File: config.mk
export PLATFORM = sky130hd
export DESIGN_NAME = i2c_register_access_master_unit
export DESIGN_NICKNAME = d
export VERILOG_FILES = /design/src/hdl/i2cram_pkg.sv /design/src/hdl/i2cram_front.sv /design/src/hdl/i2cram_back.sv /design/src/hdl/i2c_register_access_master_unit.sv
export SDC_FILE = /design/constraint.sdc
export NUM_CORES = 1
export LEC_CHECK = 0
export BUFFER_PORTS_ARGS = -buffer_cell sky130_fd_sc_hd__clkbuf_2
export CORE_UTILIZATION = 47
export DETAILED_ROUTE_END_ITERATION = 10
export PLACE_DENSITY_LB_ADDON = 0.25
export RECOVER_POWER = 50
export SLEW_MARGIN = 25
export SYNTH_ARGS = -nofsm -noshare
export SYNTH_HDL_FRONTEND = slang
export SYNTH_HIERARCHICAL = 1
export SYNTH_SLANG_ARGS = --single-unit
export TNS_END_PERCENT = 100
File: constraint.sdc
create_clock -name i_clk -period 4.76 [get_ports i_clk]
set_clock_uncertainty 0.1 [all_clocks]
set_input_delay 0 -clock i_clk [delete_from_list [all_inputs] [get_ports i_clk]]
set_output_delay 0 -clock i_clk [all_outputs]
set_load 0.005 [all_outputs]
File: src/hdl/i2cram_pkg.sv
package i2cram_pkg;

    localparam int unsigned InWidth  = 32;
    localparam int unsigned OutWidth = 16;

    typedef struct packed {
        logic       sda_level;
        logic [7:0] write_data;
        logic [7:0] register_address;
        logic [7:0] device_address;
        logic       operation;
        logic       start_request;
    } t_tick;

    typedef struct packed {
        logic       ack_error;
        logic [7:0] read_data;
        logic       done_res;
        logic       busy_res;
        logic       sda_drive_low;
        logic       scl_level;
    } t_res;

    localparam logic [0:0] CfgAckTimeout = 1'b0;
    localparam logic [0:0] CfgRecovery   = 1'b1;

endpackage

File: src/hdl/i2cram_front.sv
module i2cram_front
    import i2cram_pkg::*;
(
    input  logic                i_clk,
    input  logic                i_rst_n,
    input  logic                i_tvalid,
    output logic                o_tready,
    input  logic [InWidth-1:0]  i_tdata,
    output logic                o_valid,
    input  logic                i_ready,
    output t_tick               o_tick
);

    // two-entry queue
    t_tick      r_q [2];
    logic       r_wp, r_rp;
    logic [1:0] r_cnt;
    logic       push, pop;
    t_tick      n_tick;

    always_comb begin
        n_tick.start_request    = i_tdata[0];
        n_tick.operation        = i_tdata[1];
        n_tick.device_address   = i_tdata[9:2];
        n_tick.register_address = i_tdata[17:10];
        n_tick.write_data       = i_tdata[25:18];
        n_tick.sda_level        = i_tdata[26];
    end

    assign o_tready = (r_cnt != 2'd2);
    assign o_valid  = (r_cnt != 2'd0);
    assign o_tick   = r_q[r_rp];
    assign push     = i_tvalid && o_tready;
    assign pop      = o_valid && i_ready;

    always_ff @(posedge i_clk) begin
        if (push) r_q[r_wp] <= n_tick;
        if (!i_rst_n) begin
            r_wp  <= 1'b0;
            r_rp  <= 1'b0;
            r_cnt <= 2'd0;
        end else begin
            if (push) r_wp <= ~r_wp;
            if (pop)  r_rp <= ~r_rp;
            r_cnt <= r_cnt + {1'b0, push} - {1'b0, pop};
        end
    end

endmodule

File: src/hdl/i2cram_back.sv
module i2cram_back
    import i2cram_pkg::*;
(
    input  logic        i_clk,
    input  logic        i_rst_n,
    input  logic        i_cfg_we,
    input  logic [0:0]  i_cfg_index,
    input  logic [7:0]  i_cfg_data,
    input  logic        i_valid,
    output logic        o_ready,
    input  t_tick       i_tick,
    output logic        o_tvalid,
    input  logic        i_tready,
    output t_res        o_res
);

    typedef enum logic [3:0] {
        S_IDLE, S_ST_A, S_ST_B, S_TX_LO, S_TX_HI, S_TX_LO2, S_ACK_LO, S_ACK_HI,
        S_ACK_WAIT, S_RX_LO, S_RX_HI, S_NACK_LO, S_NACK_HI, S_SP_A, S_SP_B, S_RECOV
    } t_phase;

    t_phase     r_phase, ph, n_phase;
    logic [7:0] r_ato, r_rec;
    logic [3:0] r_bit, n_bit, bi;
    logic [7:0] r_sh, n_sh, sh;
    logic [7:0] r_tc, n_tc, tc;
    logic [7:0] r_dev, r_reg, r_dat, n_dev, n_reg, n_dat;
    logic       r_op, n_op, r_err, n_err;
    logic [7:0] r_cap, n_cap;
    logic [1:0] r_stg, n_stg, stg;
    logic       r_ov, take;
    t_res       r_res, n_res;
    logic       seg_end;
    logic [7:0] seg_len, nxt_byte;

    assign o_ready  = !r_ov || i_tready;
    assign take     = i_valid && o_ready;
    assign o_tvalid = r_ov;
    assign o_res    = r_res;

    always_comb begin
        ph = r_phase; tc = r_tc; bi = r_bit; stg = r_stg;
        n_dev = r_dev; n_reg = r_reg; n_dat = r_dat; n_op = r_op; n_err = r_err;
        n_cap = r_cap;
        if (r_phase == S_IDLE && i_tick.start_request) begin
            n_op = i_tick.operation; n_dev = i_tick.device_address;
            n_reg = i_tick.register_address; n_dat = i_tick.write_data;
            n_err = 1'b0; stg = 2'd0; bi = 4'd0; tc = 8'd0; ph = S_ST_A;
        end
        sh = r_sh;
        n_res.scl_level = 1'b1; n_res.sda_drive_low = 1'b0; n_res.done_res = 1'b0;
        unique case (ph)
            S_ST_B: n_res.sda_drive_low = 1'b1;
            S_TX_LO, S_TX_LO2: begin
                n_res.scl_level = 1'b0; n_res.sda_drive_low = !sh[7];
            end
            S_TX_HI: n_res.sda_drive_low = !sh[7];
            S_ACK_LO, S_RX_LO, S_NACK_LO: n_res.scl_level = 1'b0;
            S_SP_A: begin n_res.scl_level = 1'b0; n_res.sda_drive_low = 1'b1; end
            default: ;
        endcase
        n_res.busy_res = (ph != S_IDLE);
        unique case (ph)
            S_ST_A, S_ST_B, S_SP_A, S_SP_B: seg_len = 8'd4;
            S_TX_LO, S_TX_HI, S_TX_LO2, S_RX_LO, S_NACK_LO, S_NACK_HI: seg_len = 8'd2;
            S_RECOV: seg_len = r_rec;
            default: seg_len = 8'd1;
        endcase
        seg_end = ({1'b0, tc} + 9'd1) >= {1'b0, seg_len};
        n_phase = ph; n_tc = tc; n_bit = bi; n_sh = sh; n_stg = stg;
        // byte for the next send, given the stage it is for
        nxt_byte = r_dat;
        if (ph != S_IDLE) begin
            if (ph == S_ACK_WAIT) begin
                if (!i_tick.sda_level) begin
                    n_tc = 8'd0;
                    if (!n_op && stg >= 2'd2) n_phase = S_SP_A;
                    else if (n_op && stg == 2'd1) begin
                        n_stg = 2'd2; n_phase = S_ST_A;
                    end else if (n_op && stg == 2'd2) begin
                        n_stg = 2'd3; n_bit = 4'd0; n_sh = 8'd0; n_phase = S_RX_LO;
                    end else begin
                        n_stg = stg + 2'd1;
                        if (n_stg == 2'd1) nxt_byte = n_reg;
                        else if (n_op) nxt_byte = n_dev + 8'd1;
                        else nxt_byte = n_dat;
                        n_sh = nxt_byte; n_bit = 4'd0; n_phase = S_TX_LO;
                    end
                end else if ({1'b0, tc} + 9'd1 > {1'b0, r_ato}) begin
                    n_err = 1'b1; n_tc = 8'd0; n_phase = S_SP_A;
                end else n_tc = tc + 8'd1;
            end else if (!seg_end) begin
                n_tc = tc + 8'd1;
            end else begin
                n_tc = 8'd0;
                unique case (ph)
                    S_ST_A: n_phase = S_ST_B;
                    S_ST_B: begin
                        if (stg == 2'd0) nxt_byte = n_dev;
                        else if (stg == 2'd1) nxt_byte = n_reg;
                        else if (n_op) nxt_byte = n_dev + 8'd1;
                        n_sh = nxt_byte; n_bit = 4'd0; n_phase = S_TX_LO;
                    end
                    S_TX_LO: n_phase = S_TX_HI;
                    S_TX_HI: n_phase = S_TX_LO2;
                    S_TX_LO2: begin
                        n_sh = {sh[6:0], 1'b0}; n_bit = bi + 4'd1;
                        n_phase = (n_bit >= 4'd8) ? S_ACK_LO : S_TX_LO;
                    end
                    S_ACK_LO: n_phase = S_ACK_HI;
                    S_ACK_HI: n_phase = S_ACK_WAIT;
                    S_RX_LO: n_phase = S_RX_HI;
                    S_RX_HI: begin
                        n_sh = {sh[6:0], i_tick.sda_level}; n_bit = bi + 4'd1;
                        if (n_bit >= 4'd8) begin
                            n_cap = n_sh; n_phase = S_NACK_LO;
                        end else n_phase = S_RX_LO;
                    end
                    S_NACK_LO: n_phase = S_NACK_HI;
                    S_NACK_HI: n_phase = S_SP_A;
                    S_SP_A: n_phase = S_SP_B;
                    S_SP_B: begin
                        if (!n_op && !n_err && r_rec != 8'd0) n_phase = S_RECOV;
                        else begin n_phase = S_IDLE; n_res.done_res = 1'b1; end
                    end
                    default: begin n_phase = S_IDLE; n_res.done_res = 1'b1; end
                endcase
            end
        end
        n_res.read_data = n_cap;
        n_res.ack_error = n_err;
    end

    always_ff @(posedge i_clk) begin
        if (take) r_res <= n_res;
        if (!i_rst_n) begin
            r_phase <= S_IDLE; r_bit <= 4'd0; r_sh <= 8'd0; r_tc <= 8'd0;
            r_dev <= 8'd0; r_reg <= 8'd0; r_dat <= 8'd0; r_op <= 1'b0;
            r_cap <= 8'd0; r_err <= 1'b0; r_stg <= 2'd0; r_ov <= 1'b0;
            r_ato <= 8'd250; r_rec <= 8'd200;
        end else begin
            if (i_cfg_we) begin
                unique case (i_cfg_index)
                    CfgAckTimeout: r_ato <= i_cfg_data;
                    CfgRecovery:   r_rec <= i_cfg_data;
                    default: ;
                endcase
            end
            if (take) begin
                r_phase <= n_phase; r_bit <= n_bit; r_sh <= n_sh; r_tc <= n_tc;
                r_dev <= n_dev; r_reg <= n_reg; r_dat <= n_dat; r_op <= n_op;
                r_cap <= n_cap; r_err <= n_err; r_stg <= n_stg;
            end
            if (take) r_ov <= 1'b1;
            else if (i_tready) r_ov <= 1'b0;
        end
    end

endmodule

File: src/hdl/i2c_register_access_master_unit.sv
// I2C register access master, one tick per request.
// Slave stream: s_axis_tdata carries one tick request (bus level sample and an
// optional transaction start). Master stream: m_axis_tdata carries the SCL
// level, SDA pull-down and status for that same tick.
// Config: i_cfg_we/i_cfg_index/i_cfg_data; index 0 ack timeout, 1 write recovery.
// A two-entry queue feeds the bit engine, which handles one tick per cycle while
// the master side is not stalled; its result register is the output stage. An
// accepted tick is registered in the queue and then in the result register.
// Reset: engine idle, timeout 250, recovery 200, queue and result register empty.
// A stalled master side holds the result; the queue then fills and tready drops.
module i2c_register_access_master_unit
    import i2cram_pkg::*;
(
    input  logic                i_clk,
    input  logic                i_rst_n,
    input  logic                i_cfg_we,
    input  logic [0:0]          i_cfg_index,
    input  logic [7:0]          i_cfg_data,
    input  logic                s_axis_tvalid,
    output logic                s_axis_tready,
    // start_request, operation, device_address, register_address, write_data, sda_level
    input  logic [InWidth-1:0]  s_axis_tdata,
    output logic                m_axis_tvalid,
    input  logic                m_axis_tready,
    // scl_level, sda_drive_low, busy_res, done_res, read_data, ack_error
    output logic [OutWidth-1:0] m_axis_tdata
);

    logic  q_valid, q_ready;
    t_tick q_tick;
    t_res  res;

    i2cram_front u_front (
        .i_clk, .i_rst_n,
        .i_tvalid(s_axis_tvalid), .o_tready(s_axis_tready), .i_tdata(s_axis_tdata),
        .o_valid(q_valid), .i_ready(q_ready), .o_tick(q_tick)
    );

    i2cram_back u_back (
        .i_clk, .i_rst_n, .i_cfg_we, .i_cfg_index, .i_cfg_data,
        .i_valid(q_valid), .o_ready(q_ready), .i_tick(q_tick),
        .o_tvalid(m_axis_tvalid), .i_tready(m_axis_tready), .o_res(res)
    );

    assign m_axis_tdata = {3'b000, res.ack_error, res.read_data, res.done_res,
                           res.busy_res, res.sda_drive_low, res.scl_level};

endmodule

# Word-level counts from Yosys, hierarchy flattened

Memories as Yosys holds them, arrays and structs flattened. A register that Yosys moved wholly into a read port is not among the register bits.
Cells that the tools add are included.

Register bits after elaboration: 94
RAM bits: 54
Output and inout port bits: 18
Memories: 1

Memory list:

| name        | depth | bits a word | rd ports | clocked after Yosys merged registers in | wr ports | RTL line           | text |
|---|---|---|---|---|---|---|---|
| u_front.r_q | 2     | 27          | 1        | 1                                       | 1        | i2cram_front.sv:15 | `t_tick r_q [2];` |

Add/subtract/negate cells: 7
Order comparisons: 4
Equal/unequal tests: 22
Multiplexer cells: 71
Bitwise gates (word level): 5
Reductions and logical operators: 32

Operators by type and width:

| cell                  | count |
|---|---|
| $mux W8               | 25 |
| $mux W4               | 17 |
| $pmux W4 S13          | 1 |
| $pmux W8 S3           | 2 |
| $eq A4 B4 Y1 const B  | 8 |
| $add A8 B1 Y8 const B | 2 |
| $eq A4 B3 Y1 const B  | 4 |
| $mux W2               | 8 |
| $mux W1               | 14 |
| $reduce_or A12 Y1     | 1 |
| $reduce_or A6 Y1      | 2 |
| $add A8 B1 Y9 const B | 1 |
| $ge A9 B8 Y1          | 1 |
| $gt A9 B8 Y1          | 1 |
| $eq A4 B2 Y1 const B  | 2 |
| $logic_and A1 B1 Y1   | 8 |
| $ne A2 B2 Y1 const B  | 4 |
| $pmux W4 S2           | 1 |
| $reduce_bool A4 Y1    | 2 |
| $reduce_bool A8 Y1    | 1 |
| $reduce_and A7 Y1     | 1 |
| $reduce_bool A2 Y1    | 3 |
| $reduce_or A3 Y1      | 2 |
| $not A1 Y1            | 5 |
| 18 further kinds      | 25 |

# Depth between registers and ports, before layout

Gate-level depths: netlist (run 1).

Word-level depth: 11
Gate-level depth with buffers: 19
Mapped depth without buffers: 14

# By module

The synthesis (run 1) kept the hierarchy.

Modules (own cells, without submodules):

| module                          | instances | cells each | area an instance (um^2) | sequential area each (um^2) |
|---|---|---|---|---|
| i2cram_back                     | 1         | 728        | 5,693.0                 | 1,931.9 |
| i2cram_front                    | 1         | 108        | 2,287.2                 | 1,721.7 |
| i2c_register_access_master_unit | 1         | 4          | 26.3                    | 0.0 |

# Worst setup path before layout (run 1)

No wires, ideal clock.

Path type: register to register
Start point: register (tool-made name)
End point: register u_back.r_res (netlist bit u_back/o_res[10]) (data pin)
Arrival: 4,009 ps
Slack: 391 ps
Stages on the path, launching flop included: 19
Period minus slack after synthesis: 4,369 ps
Cell sequence: dfxtp_1 -> buf_6 -> mux2_2 -> clkbuf_1 -> nand2_1 -> clkbuf_1 -> clkbuf_1 -> and2_1 -> ha_1 -> nand2_1 -> xor2_1 -> nor2_1 -> ha_1 -> and2_1 -> o2111ai_1 -> o21ai_0 -> nor2_1 -> nor2_1 -> mux2_2

RTL lines:

| what                 | RTL line           | text |
|---|---|---|
| to (signal assigned) | i2cram_back.sv:135 | `if (take) r_res <= n_res;` |
| to (decl)            | i2cram_back.sv:32  | `t_res r_res, n_res;` |

# Worst setup path in the final report (run 1)

Start point: register u_back.r_phase[1]
End point: register u_back.r_res (netlist bit u_back/o_res[8]) (data pin)

Cells in the longest elaborated chain, start to end: 10
Elaborated cells between the ends (all ways): 31
Those cells by class: add/sub: 2; order compare: 2; eq/ne: 13; mux: 9; reduce/logical: 5

RTL lines:

| what                                     | RTL line                              | text |
|---|---|---|
| from (decl)                              | i2cram_back.sv:22                     | `t_phase r_phase, ph, n_phase;` |
| from (signal assigned)                   | i2cram_back.sv:150                    | `r_phase <= n_phase; r_bit <= n_bit; r_sh <= n_sh; r_tc <= n_tc;` |
| $logic_not A4 Y1                         | i2cram_back.sv:45                     | `if (r_phase == S_IDLE && i_tick.start_request) begin` |
| $logic_and A1 B1 Y1                      | i2cram_back.sv:45                     |  |
| $mux W4                                  | i2cram_back.sv:45                     |  |
| $eq A4 B2 Y1 (tied with other cells)     | i2cram_back.sv:63                     | `unique case (ph)` |
| $reduce_or A6 Y1 (tied with other cells) | i2cram_back.sv:63                     |  |
| $pmux W8 S3 or $mux W8 (tied branches)   | i2cram_back.sv:63, i2cram_back.sv:115 |  |
| $ge A9 B8 Y1 or $mux W8 (tied branches)  | i2cram_back.sv:69, i2cram_back.sv:96  |  |
| $mux W8                                  | i2cram_back.sv:92                     | `end else if (!seg_end) begin` |
| $mux W8                                  | i2cram_back.sv:74                     | `if (ph == S_ACK_WAIT) begin` |
| $mux W8 (*)                              | i2cram_back.sv:73                     | `if (ph != S_IDLE) begin` |
| net u_back.n_cap[4]                      | i2cram_back.sv:29                     | `logic [7:0] r_cap, n_cap;` |

Mark *: on every way through the listed nets, which the timed path passes. The rest lies on a longest branch.
A chain may end at the register's enable or synchronous reset.

==> results of run 1 <==
## placed cells by master, fill, tap and decap left out, drive strengths merged, types with 13 or more instances in the layout
cell,netlist,routed
a21boi,43,43
a21oi,29,29
a31oi,13,13
buf,18,19
clkbuf,36,76
dfxtp,82,82
dlygate4sd3,0,46
edfxtp,67,67
ha,21,21
inv,15,22
mux2,36,36
nand2,158,158
nand3,33,33
nor2,34,34
o211ai,20,20
o21ai,58,58
## layout make-up
type | instances | area [µm²] | area share (%)
clock buffers | 19 | 464 | 4.89
clock inverters | 13 | 134 | 1.41
inverters | 17 | 63.8 | 0.672
multi-input cells | 622 | 4030 | 42.5
flip-flops and latches | 149 | 3650 | 38.5
well taps | 220 | 275 | 2.90
repair buffers | 122 | 870 | 9.16
## worst max-delay path, delay by kind of cell (launching register included)
| family | cells | cell delay (ps) |
|---|---|---|
| multiplexers | 1 | 410 |
| buffers and inverters | 1 | 170 |
| adder cells (fa/ha/maj) | 1 | 320 |
| AO/OA/AOI/OAI | 2 | 570 |
| flip-flops | 1 | 340 |
| AND/OR/NAND/NOR | 6 | 2080 |
## layer usage
metal	up-vias	global-route usage, %	routed length [µm]
li1	3247	-	-
met1	3147	32.2	9320
met4	0	8.81	374
met2	222	36.2	8890
met5	-	0	0
met3	32	4.83	1090
## how the worst max path moves through the flow
stage               slack (ps)                         end                      startpoint
floorplan                  390  u_back/o_res[10]$_DFFE_PP_                            flop
global placement           620   u_back/o_res[7]$_DFFE_PP_  u_back/r_phase[1]$_SDFFE_PN0P_
detailed placement         520   u_back/o_res[8]$_DFFE_PP_  u_back/r_phase[1]$_SDFFE_PN0P_
CTS                        440   u_back/o_res[8]$_DFFE_PP_  u_back/r_phase[1]$_SDFFE_PN0P_
global route               170   u_back/o_res[8]$_DFFE_PP_  u_back/r_phase[1]$_SDFFE_PN0P_
finish                     500   u_back/o_res[8]$_DFFE_PP_  u_back/r_phase[1]$_SDFFE_PN0P_
## stage by stage
step	cell area, µm²	hold slack, ps	instances	utilization [%]	setup WS, ps
after floorplan	8010	-1.13	842	-	391
after global placement	8460	89.0	1084	51.0	616
after detailed placement	8460	92.5	1084	51.0	522
after CTS	9520	135	1162	57.4	438
after global routing	9490	192	1162	57.2	166
final	9490	143	1162	57.2	495
## cells by family after synthesis
family | count (synthesis)
multiplexers | 46
adder cells (fa/ha/maj) | 21
other | 1
AND/OR/NAND/NOR | 307
flip-flops | 149
buffers and inverters | 71
XOR/XNOR | 17
AO/OA/AOI/OAI | 228
## power breakdown
group / leakage [nW] / switching [W] / internal, W / total [W]
Sequential: 1.30 / 0.000112 / 0.00155 / 0.00167
Clock: 0.290 / 0.000561 / 0.000780 / 0.00134
Combinational: 1.95 / 0.000970 / 0.000588 / 0.00156
## what timing repair did
item                                   4_1_cts  5_1_grt
endpoints found under the hold margin       72        0
resized for setup                            0        0
hold buffers                                46        0
==> summary.md, run 1 <==
| Metric | Value |
|---|---|
| Flip-flop and latch count after synthesis | `roughly 150` |
| Max reg flops | `54` |
| XOR/XNOR Fraction of Synth Area | `between 1.5 and 2%` |
| Hold EP | `u_back/r_rec[3]$_SDFFE_PN1P_` |
| Syn avg cell area | `around 9.5 µm²` |
| # Max-Cap Violations | `2` |
| FFs w/ async S/R, synth | `0%` |
| Vias after detailed routing | `~6600` |
| Slew margin rel. | `-4.69%` |
| Total clock buffers created by CTS | `17` |
| Fraction of final layout cells sized beyond drive strength 1 | `between 15 and 20%` |
| Leftover overflow at the end of global routing | `0` |
| Deepest level of the CTS H-tree | `4` |
| Adder and majority cell fraction of the synthesized area | `~3.3%` |
| Filler instances | `1494` |
| Final estimated routing congestion in global placement | `0.925` |
| Cell type of the slowest stage on the worst timing path | `sky130_fd_sc_hd__or4_1` |
| IR Drop Worst-Case VDD | `~0.00029 V` |
| Cell depth of the worst flop-to-flop path | `11` |
| Register with the highest flop count | `u_front/r_q` |
| Reg-to-reg setup timing slack | `slightly below 500 ps` |
| Fraction of the cycle the final worst path needs | `around nine tenths` |
| Failing checks | `max-capacitance violations, max-slew violations` |
| Count of distinct cell types in the synthesized netlist | `77` |
| Global-route wire length before repair | `roughly 32 mm` |
| Final max-slew violation count | `56` |
| Layout area overhead | `18.6%` |
| Clock Tree Buf Depth | `2` |
| Count of antenna-violating nets left after detailed routing | `0` |
| Library cell used as clock root buffer | `sky130_fd_sc_hd__clkbuf_16` |
| Area enclosed by the die boundary | `17600 µm²` |
| Setup violations, final | `0` |
| Unrepaired setup endpoints after global routing | `no` |
| PortBufs | `55` |
| Vertical die dimension | `approximately 130 µm` |
| Top achievable clock speed | `around 0.23 GHz` |
| Origin of the critical flop-to-flop path | `u_back/r_phase[1]$_SDFFE_PN0P_` |
| Width of the die | `about 130 µm` |
| Number of antenna cells inserted | `0` |
| Standard cell core area | `~17000 µm²` |
| Pre-Repair DR Iteration Count | `7` |
| Pin count of the biggest net entering global routing | `97` |
| Multiplexer area fraction after synthesis | `7.25%` |
| CP arrival | `4330 ps` |
| Overall Global Routing Usage | `a little under a quarter` |
| Buffer count from post-CTS setup fixing | `0` |
| Post-synthesis share of cell area spent on and, or, nand and nor gates | `a little under a fifth` |
| Antenna violations before repair | `0` |
| Final hold violation count | `0` |
| Worst Setup End Kind | `flop` |
| Clock transition at the register clock pins on the worst setup and hold paths after CTS | `about 60 ps` |
| Clock Latency Late Sink | `420 ps` |
| Fraction of the yosys area taken by sequential cells | `about 46%` |
| Number of cells traversed by the worst hold path | `3` |
| Violation count after the first detailed-route iteration | `549` |
| Sum of negative setup slack | `0 ps` |
| Worst min-delay path class | `in2reg` |
| Cell type contributing the most total cell area after synthesis | `sky130_fd_sc_hd__edfxtp_1` |
| CP Class | `reg2reg` |
| Initial Util | `about 48%` |
| Number of nets in the final layout | `between 900 and 1000` |
| Via/cell ratio | `~5.7` |
| Number of sinks driven by the clock tree | `149` |
| Transition at the pin with the smallest max-transition slack | `approximately 1600 ps` |
| Compound-gate portion of the synthesized area | `around 19%` |
| Worst-path fanout max | `9` |
| DRT Wirelength | `about 20 mm` |
| Minimum period implied by the final worst setup slack | `about 4300 ps` |
| Top cells by count, synth | `157 x sky130_fd_sc_hd__nand2_1, 82 x sky130_fd_sc_hd__dfxtp_1, 67 x sky130_fd_sc_hd__edfxtp_1` |
| Element type at the critical path start | `flop` |
| Post-Syn Instances | `between 800 and 900` |
| Status | `finished with violations` |
| Largest stage delay on the critical path | `between 600 and 700 ps` |
| Main combinational cell family by area after synthesis | `compound AO/OA/AOI/OAI gates` |
| Capture instance of the worst register-to-register path | `u_back/o_res[8]$_DFFE_PP_` |
| Number of enable-type register cells in the synthesized netlist | `67` |
| CP most frequent cell | `sky130_fd_sc_hd__nor2_1` |
| Top cell type's share of synthesized area | `between 20% and 30%` |
| Largest cells by area after synthesis | `sky130_fd_sc_hd__edfxtp_1 25%, sky130_fd_sc_hd__dfxtp_1 21%, sky130_fd_sc_hd__nand2_1 7.4%` |
| Post-DR wirelength/cell | `about 17 µm` |
| Sequence of cells on the critical path | `buf_4 > or4_1 > nor2_1 > nor2_1 > ha_1 > and2_1 > o2111ai_1 > o21ai_0 > nor2_1 > nor2_1 > mux2_2` |
| Most used flip-flop cell after synthesis | `sky130_fd_sc_hd__dfxtp_1` |
| Total power | `roughly 0.0046 W` |
| Required time of the critical path | `between 4000 and 5000 ps` |
| Post-detailed-placement half-perimeter wirelength | `about 13 mm` |
| Yosys warns | `6` |
| Netlist area before placement | `between 8000 and 9000 µm²` |
| Via count of the first global-routing pass | `between 6000 and 7000` |
| I/O pins | `between 60 and 70` |
| Static leakage | `around 3.5 nW` |
| Most instantiated library cell after synthesis | `sky130_fd_sc_hd__nand2_1` |
| Clock tree from TritonCTS | `done` |
| Startpoint of the tightest hold check path | `i_rst_n` |
| Ratio of total power to cell area | `between 400 and 500 nW/µm²` |
| Number of rows in the core area | `between 40 and 50` |
| DRC Markers | `0` |
Power figures use the tool's default switching activity.
==> inputs of run 2 (changes only) <==
--- a/config.mk
+++ b/config.mk
@@ -5,6 +5,7 @@
 export SDC_FILE = /design/constraint.sdc
 export NUM_CORES = 1
 export LEC_CHECK = 0
+export ABC_AREA = 1
 export BUFFER_PORTS_ARGS = -buffer_cell sky130_fd_sc_hd__clkbuf_2
 export CORE_UTILIZATION = 47
 export DETAILED_ROUTE_END_ITERATION = 10
==> constraint.sdc (replaced) <==
create_clock -name i_clk -period 5.4 [get_ports i_clk]
set_clock_uncertainty 0.1 [all_clocks]
set_input_delay 0 -clock i_clk [delete_from_list [all_inputs] [get_ports i_clk]]
set_output_delay 0 -clock i_clk [all_outputs]
set_load 0.005 [all_outputs]
==> run 2 against run 1 <==
  * The flow still finishes with violations (max-capacitance violations, max-slew violations)
  * Clock power down 8%
  * Sequential power is 2% lower
  * Synthesized cell count increased by 14%
  * Critical path depth increased by 7
  * Clock-buffer cell count is 2 lower
  * Via count grew 0.89%
  * Hold slack worse by 100 ps
  * Flip-flop and latch count unchanged
  * Wire length down 7.0%
  * Worst setup slack improved by 750 ps
  * Core utilization shrank 1.2 points
  * Non-clock buffer count shrank 20
  * Largest cell class unchanged
  * Largest power group is now combinational logic
==> summary.md, run 2 <==
| Metric | Value |
|---|---|
| Largest cells by area after synthesis | `sky130_fd_sc_hd__edfxtp_1 25%, sky130_fd_sc_hd__dfxtp_1 20%, sky130_fd_sc_hd__nand2_1 10%` |
| Pre-Repair DR Iteration Count | `5 (-2)` |
| Via count of the first global-routing pass | `6164 (-2.5%)` |
| Worst-path fanout max | `52 (+43)` |
| Total power | `0.00514 W (+12%)` |
| Fraction of final layout cells sized beyond drive strength 1 | `14.5% (-0.56 points)` |
| Leading cell type in the layout, fill and taps excluded | `sky130_fd_sc_hd__nand2_1` |
| Post-Syn Instances | `960 (+14%)` |
| Status | `finished with violations` |
| Setup violations, final | `0 (unchanged)` |
| Cell depth of the worst flop-to-flop path | `18 (+7)` |
| CP arrival | `4340 ps (about the same)` |
| Number of nets in the final layout | `1108 (+11%)` |
| Number of antenna cells inserted | `0 (unchanged)` |
| Post-DR wirelength/cell | `14.4 µm (-15%)` |
| DRC Markers | `0 (unchanged)` |
| Worst Setup End Kind | `flop` |
| Clock Latency Late Sink | `430 ps (about the same)` |
| PortBufs | `55 (unchanged)` |
| Violation count after the first detailed-route iteration | `529 (-3.6%)` |
| Final cell area excluding filler cells | `9330 µm² (-1.7%)` |
| Minimum period implied by the final worst setup slack | `4150 ps (-114 ps)` |
| Capture instance of the worst register-to-register path | `u_back/r_phase[0]$_SDFFE_PN0P_` |
| Pin count of the biggest net entering global routing | `74 (-24%)` |
| I/O pins | `64 (unchanged)` |
| Register with the highest flop count | `u_front/r_q` |
| Number of cells traversed by the worst hold path | `4 (+1)` |
| Overall Global Routing Usage | `21.5% (-1.9 points)` |
| IR Drop Worst-Case VDD | `0.000316 V (+7.3%)` |
| Final hold violation count | `0 (unchanged)` |
| Antenna violations before repair | `0 (unchanged)` |
| Library cell used as clock root buffer | `sky130_fd_sc_hd__clkbuf_16` |
| Via/cell ratio | `5.26 (-8.0%)` |
| Width of the die | `133 µm (about the same)` |
| Static leakage | `4.10 nW (+16%)` |
| Number of buffers and inverters on the critical path | `1 (unchanged)` |
| Area enclosed by the die boundary | `17600 µm² (+0.11%)` |
| Buffer count from post-CTS setup fixing | `0 (unchanged)` |
| Unrepaired setup endpoints after global routing | `no` |
| Number of rows in the core area | `47 (unchanged)` |
| Count of antenna-violating nets left after detailed routing | `0 (unchanged)` |
| Global-route wire length before repair | `30.1 mm (-6.7%)` |
| FFs w/ async S/R, synth | `0% (unchanged)` |
| Failing checks | `max-capacitance violations, max-slew violations` |
| Vias after detailed routing | `6707 (+0.89%)` |
| Sum of negative setup slack | `0 ps (unchanged)` |
| Final max-slew violation count | `60 (+7.1%)` |
| Sequence of cells on the critical path | `mux2_2 > nand3_4 > buf_4 > nand2_4 > nor3_2 > nand2_1 > nor2_2 > nor2_1 > a21oi_1 > ha_1 > a21oi_1 > a21oi_1 > o21ai_0 > nand2_1 > o21ai_0 > nand3_1 > nand2_1 > a21oi_1` |
| Required time of the critical path | `5580 ps (+750 ps)` |
| Standard cell core area | `16600 µm² (+0.35%)` |
| Transition at the pin with the smallest max-transition slack | `1620 ps (+54.4 ps)` |
| Hold WS | `41.5 ps (-102 ps)` |
| Slew margin rel. | `-8.31% (-3.6 points)` |
| Startpoint of the tightest hold check path | `i_rst_n` |
| Flip-flop and latch count after synthesis | `149 (unchanged)` |
| Element type at the critical path start | `flop` |
| Leading cell types in the layout, fill and taps excluded | `222 x sky130_fd_sc_hd__nand2_1, 95 x sky130_fd_sc_hd__inv_1, 90 x sky130_fd_sc_hd__a21oi_1` |
| Syn avg cell area | `8.35 µm² (-12%)` |
| Layout area overhead | `16.4%` |
| Fraction of the cycle the final worst path needs | `76.9% (-13 points)` |
| Util after Layout | `56.1% (-1.2 points)` |
| Total clock buffers created by CTS | `17 (unchanged)` |
| Reg-to-reg setup timing slack | `1250 ps (+750 ps)` |
| Clock transition at the register clock pins on the worst setup and hold paths after CTS | `70 ps (about the same)` |
| Fraction of the yosys area taken by sequential cells | `45.6% (-0.050 points)` |
| Hold EP | `u_front/r_cnt[0]$_SDFF_PN0_` |
| Total placed instance area | `8330 µm² (-1.5%)` |
| CP Class | `reg2reg` |
| Worst min-delay path class | `in2reg` |
| Top cell type's share of synthesized area | `25.1% (-0.027 points)` |
| # Max-Cap Violations | `2 (unchanged)` |
| Deepest level of the CTS H-tree | `4 (unchanged)` |
| Final estimated routing congestion in global placement | `0.932 (+0.67%)` |
| Initial Util | `48.2% (-0.12 points)` |
| Top achievable clock speed | `0.241 GHz (+2.7%)` |
| Family with the most delay on the worst path | `simple AND/OR/NAND/NOR gates` |
| Top cells by count, synth | `222 x sky130_fd_sc_hd__nand2_1, 96 x sky130_fd_sc_hd__inv_1, 90 x sky130_fd_sc_hd__a21oi_1` |
| DRT Wirelength | `18.3 mm (-7.0%)` |
| Yosys warns | `6 (unchanged)` |
| Cell type of the slowest stage on the worst timing path | `sky130_fd_sc_hd__buf_4` |
| CP most frequent cell | `sky130_fd_sc_hd__a21oi_1` |
| Vertical die dimension | `133 µm (about the same)` |
| Max reg flops | `54 (unchanged)` |
| Largest stage delay on the critical path | `530 ps (-140 ps)` |
| Number of sinks driven by the clock tree | `149 (unchanged)` |
| Netlist area before placement | `8020 µm² (+0.11%)` |
| Count of distinct cell types in the synthesized netlist | `50 (-35%)` |
| Most instantiated library cell after synthesis | `sky130_fd_sc_hd__nand2_1` |
| Most used flip-flop cell after synthesis | `sky130_fd_sc_hd__dfxtp_1` |
| Clock tree from TritonCTS | `done` |
| Post-detailed-placement half-perimeter wirelength | `12.1 mm (-8.4%)` |
| Cell type contributing the most total cell area after synthesis | `sky130_fd_sc_hd__edfxtp_1` |
| Clock Tree Buf Depth | `2 (unchanged)` |
| Leftover overflow at the end of global routing | `0 (unchanged)` |
| Ratio of total power to cell area | `550 nW/µm² (+14%)` |
| Critical Path Stages | `18 (+7)` |
| Number of enable-type register cells in the synthesized netlist | `67 (unchanged)` |
-- run 2: changes by cell type in the layout (fill, tap and decap cells not counted), sizes merged, moves of 11 or more --
cell and delta:
a21boi -42, a21oi +63, and3 -11, buf -16, inv +93, nand2 +77, nand2b -11, nand3 +12
nor2 +36, o21ai +41
-- run 2: how the worst max path moves through the flow --
stage	start	slack [ps]	endpoint
after floorplan	flop	1620	u_back/o_res[4]$_DFFE_PP_
after global placement	flop	1350	u_back/r_phase[3]$_SDFFE_PN0P_
after detailed placement	flop	1270	u_back/r_phase[0]$_SDFFE_PN0P_
after CTS	flop	1250	u_back/r_phase[0]$_SDFFE_PN0P_
after global routing	flop	870	u_back/r_tc[6]$_SDFFE_PN0P_
final	flop	1250	u_back/r_phase[0]$_SDFFE_PN0P_
-- run 2: area by class of cell --
cell class	count	area (µm²)
tap	220	275
clock buffer	17	425
multi-input combinational	665	3690
clock inverter	15	181
timing repair buffer	102	709
fill	1528	7310
inverter	106	400
sequential	149	3650
-- run 2: cells by family after synthesis --
family                     after synthesis  share of synthesized area (%)
and+or+nand+nor                        378                           21.1
DFF                                    149                           45.6
xor gates and xnor gates                 4                          0.437
buffers and inverters                  148                           8.54
adders and majority gates               21                           3.28
AOI/OAI and AO/OA                      226                           15.6
other                                    1                         0.0468
muxes                                   33                           5.48
-- run 2: what timing repair did --
item,CTS,global route
hold endpoints to repair,74,0
endpoints found under the setup margin,0,0
hold buffers,42,0
gates resized for setup,0,0
-- run 2: report_power, final --
group | internal (W) | leakage, nW | total [W] | switching [W]
clock | 0.000702 | 0.298 | 0.00123 | 0.000526
combinational | 0.000771 | 2.50 | 0.00227 | 0.00150
sequential | 0.00150 | 1.30 | 0.00163 | 0.000130
total | 0.00298 | 4.10 | 0.00514 | 0.00216
-- run 2: tightest hold or removal path, cell delays in order --
cell	delay (ps)
sky130_fd_sc_hd__clkbuf_2	80
sky130_fd_sc_hd__buf_4	300
sky130_fd_sc_hd__nand2_1	120
sky130_fd_sc_hd__inv_1	30
-- run 2: stage by stage --
stage / cells / worst slack [ps]
finish: 1274 / 1250
global route: 1274 / 874
CTS: 1274 / 1250
detailed placement: 1200 / 1270
global placement: 1200 / 1350
floorplan: 962 / 1620
-- run 2: routing by layer --
metal  global-route usage [%]  up-vias  part of all wire (%)
met2                     34.4      177                    45
met5                        0        -                     0
met1                     28.9     3096                    49
met4                     6.32        0                   1.5
li1                         -     3408                     -
met3                     5.21       26                   4.8
==> inputs of run 3 (changes only) <==
--- a/config.mk
+++ b/config.mk
@@ -5,7 +5,7 @@
 export SDC_FILE = /design/constraint.sdc
 export NUM_CORES = 1
 export LEC_CHECK = 0
-export ABC_AREA = 1
+export ABC_AREA = 0
 export BUFFER_PORTS_ARGS = -buffer_cell sky130_fd_sc_hd__clkbuf_2
 export CORE_UTILIZATION = 47
 export DETAILED_ROUTE_END_ITERATION = 10
==> constraint.sdc (replaced) <==
create_clock -name i_clk -period 3.95 [get_ports i_clk]
set_clock_uncertainty 0.1 [all_clocks]
set_input_delay 0 -clock i_clk [delete_from_list [all_inputs] [get_ports i_clk]]
set_output_delay 0 -clock i_clk [all_outputs]
set_load 0.005 [all_outputs]
==> run 3 against run 2 <==
  * Total power increased by 6.4%
  * Largest power group is now sequential cells
  * Global-route usage up 1.9 points
  * Combinational power is 15% lower
  * The flow still finishes with violations (max-capacitance violations, max-slew violations)
  * Highest routed layer unchanged
==> summary.md, run 3 (same netlist as run 1, synthesis figures left out) <==
| Metric | Value |
|---|---|
| Final estimated routing congestion in global placement | `0.934 (+0.27%)` |
| CP arrival | `3890 ps (-450 ps)` |
| Cell depth of the worst flop-to-flop path | `14 (-4)` |
| Element type at the critical path start | `flop` |
| Ratio of total power to cell area | `576 nW/µm² (+4.7%)` |
| Unrepaired setup endpoints after global routing | `no` |
| Leftover overflow at the end of global routing | `0 (unchanged)` |
| Pre-Repair DR Iteration Count | `5 (unchanged)` |
| Sum of negative setup slack | `0 ps (unchanged)` |
| Number of nets in the final layout | `998 (-9.9%)` |
| Pin count of the biggest net entering global routing | `62 (-16%)` |
| Vertical die dimension | `133 µm (about the same)` |
| Register with the highest flop count | `u_front/r_q` |
| Setup violations, final | `0 (unchanged)` |
| Slew margin rel. | `-44.6% (-36 points)` |
| Static leakage | `3.52 nW (-14%)` |
| I/O pins | `64 (unchanged)` |
| Library cell used as clock root buffer | `sky130_fd_sc_hd__clkbuf_16` |
| Largest stage delay on the critical path | `440 ps (-90 ps)` |
| IR Drop Worst-Case VDD | `0.000378 V (+19%)` |
| Leading cell type in the layout, fill and taps excluded | `sky130_fd_sc_hd__nand2_1` |
| Max reg flops | `54 (unchanged)` |
| Number of sinks driven by the clock tree | `149 (unchanged)` |
| Deepest level of the CTS H-tree | `4 (unchanged)` |
| Total clock buffers created by CTS | `17 (unchanged)` |
| DRC Markers | `0 (unchanged)` |
| Final max-slew violation count | `118 (+97%)` |
| Final cell area excluding filler cells | `9490 µm² (+1.6%)` |
| Cell type of the slowest stage on the worst timing path | `sky130_fd_sc_hd__a2111oi_0` |
| Fraction of final layout cells sized beyond drive strength 1 | `14.7% (+0.21 points)` |
| Total placed instance area | `8500 µm² (+2.1%)` |
| Status | `finished with violations` |
| Overall Global Routing Usage | `23.5% (+1.9 points)` |
| Leading cell types in the layout, fill and taps excluded | `157 x sky130_fd_sc_hd__nand2_1, 82 x sky130_fd_sc_hd__dfxtp_1, 67 x sky130_fd_sc_hd__edfxtp_1` |
| Top achievable clock speed | `0.271 GHz (+13%)` |
| Final hold violation count | `0 (unchanged)` |
| CP Class | `reg2reg` |
| Area enclosed by the die boundary | `17600 µm² (-0.11%)` |
| Transition at the pin with the smallest max-transition slack | `2170 ps (+545 ps)` |
| Hold WS | `200 ps (+159 ps)` |
| Worst Setup End Kind | `flop` |
| Number of rows in the core area | `47 (unchanged)` |
| Post-DR wirelength/cell | `17.1 µm (+19%)` |
| Number of antenna cells inserted | `0 (unchanged)` |
| Sequence of cells on the critical path | `mux2_2 > nand2_1 > and2_1 > ha_1 > nand2_1 > xor2_1 > nor2_1 > ha_1 > and2_1 > o2111ai_1 > o21a_1 > a2111oi_0 > a2111oi_0 > or3_1` |
| Via/cell ratio | `5.72 (+8.6%)` |
| Worst min-delay path class | `in2reg` |
| Worst-path fanout max | `8 (-85%)` |
| # Max-Cap Violations | `4 (+2)` |
| Minimum period implied by the final worst setup slack | `3680 ps (-467 ps)` |
| Vias after detailed routing | `6654 (-0.79%)` |
| Antenna violations before repair | `0 (unchanged)` |
| Width of the die | `133 µm (about the same)` |
| Layout area overhead | `18.5%` |
| Fraction of the cycle the final worst path needs | `93.3% (+16 points)` |
| Initial Util | `48.3% (+0.12 points)` |
| Violation count after the first detailed-route iteration | `675 (+28%)` |
| DRT Wirelength | `19.9 mm (+8.6%)` |
| Clock Tree Buf Depth | `2 (unchanged)` |
| Last element of the critical path | `u_back/r_phase[2]$_SDFFE_PN0P_` |
| Capture instance of the worst register-to-register path | `u_back/r_phase[2]$_SDFFE_PN0P_` |
| Clock transition at the register clock pins on the worst setup and hold paths after CTS | `60 ps (about the same)` |
| Standard cell core area | `16600 µm² (-0.35%)` |
| Global-route wire length before repair | `32.1 mm (+6.7%)` |
| Clock Latency Late Sink | `430 ps (about the same)` |
| Clock tree from TritonCTS | `done` |
| Reg-to-reg setup timing slack | `270 ps (-980 ps)` |
| Via count of the first global-routing pass | `6293 (+2.1%)` |
| Failing checks | `max-capacitance violations, max-slew violations` |
| Post-detailed-placement half-perimeter wirelength | `13.5 mm (+12%)` |
| Count of antenna-violating nets left after detailed routing | `0 (unchanged)` |
| Required time of the critical path | `4160 ps (-1420 ps)` |
| PortBufs | `55 (unchanged)` |
run 3: cell count changes in the layout (fill, tap and decap cells not counted), moves of 19 or more:
cell	change
sky130_fd_sc_hd__buf_4	+19
sky130_fd_sc_hd__o21ai_0	-27
sky130_fd_sc_hd__nand2_1	-65
sky130_fd_sc_hd__inv_1	-80
sky130_fd_sc_hd__nor2_1	-33
sky130_fd_sc_hd__a21oi_1	-61
sky130_fd_sc_hd__a21boi_0	+34
run 3: stage by stage:
| step | total power, W | setup slack (ps) | instances | utilization, % |
|---|---|---|---|---|
| 6_report | 0.00547 | 266 | 1164 | 57.2 |
| 5_1_grt | 0.00575 | 56.5 | 1164 | 57.2 |
| 4_1_cts | 0.00547 | 171 | 1164 | 57.3 |
| 3_5_place_dp | 0.00391 | 191 | 1088 | 51.3 |
| 3_3_place_gp | 0.00388 | 326 | 1088 | 51.3 |
| 2_1_floorplan | 0.00336 | 22.5 | 842 | - |
run 3: area by class of cell:
class | instances | area, µm²
Fill cell | 1470 | 7100
Multi-Input combinational cell | 622 | 4070
Sequential cell | 149 | 3650
Timing Repair Buffer | 124 | 865
Clock buffer | 20 | 468
Tap cell | 220 | 275
Clock inverter | 12 | 87.6
Inverter | 17 | 63.8
run 3: critical path, delay by kind of cell, from the launching register on:
family | cells | cell delay (ps)
AO/OA/AOI/OAI | 4 | 1070
adder cells (fa/ha/maj) | 2 | 550
XOR/XNOR | 1 | 130
AND/OR/NAND/NOR | 6 | 1010
multiplexers | 1 | 360
flip-flops | 1 | 340
run 3: metal layers:
layer	vias to the layer above	GRT usage [%]	part of all wire (%)
li1	3258	-	-
met1	3098	30.9	45
met2	267	37.9	46
met3	31	4.14	6.2
met4	0	10.2	2.2
met5	-	0	0
run 3: power breakdown:
part	internal (W)	leakage (nW)	switching (W)
Combinational	0.000736	1.95	0.00121
Clock	0.000864	0.275	0.000652
Sequential	0.00187	1.30	0.000133
Total	0.00347	3.52	0.00199
run 3: repair_timing:
action                                  4_1_cts  5_1_grt
hold endpoints to repair                     72        0
gates resized for setup                       0        4
setup buffers                                 0        0
endpoints found under the setup margin        0       20
hold buffers                                 44        0
run 3: worst min path at each step:
stage	startpoint	endpoint	slack, ps	cells past startpoint
CTS	i_rst_n	u_back/r_cap[0]$_SDFFE_PN0P_	160	3
finish	s_axis_tdata[22]	u_front/r_q[1][22]$_DFFE_PP_	200	2
floorplan	s_axis_tdata[0]	u_front/r_q[0][0]$_DFFE_PP_	-1	0
global route	s_axis_tdata[16]	u_front/r_q[0][16]$_DFFE_PP_	190	2
detailed placement	s_axis_tdata[13]	u_front/r_q[1][13]$_DFFE_PP_	90	1
global placement	s_axis_tdata[16]	u_front/r_q[0][16]$_DFFE_PP_	90	1
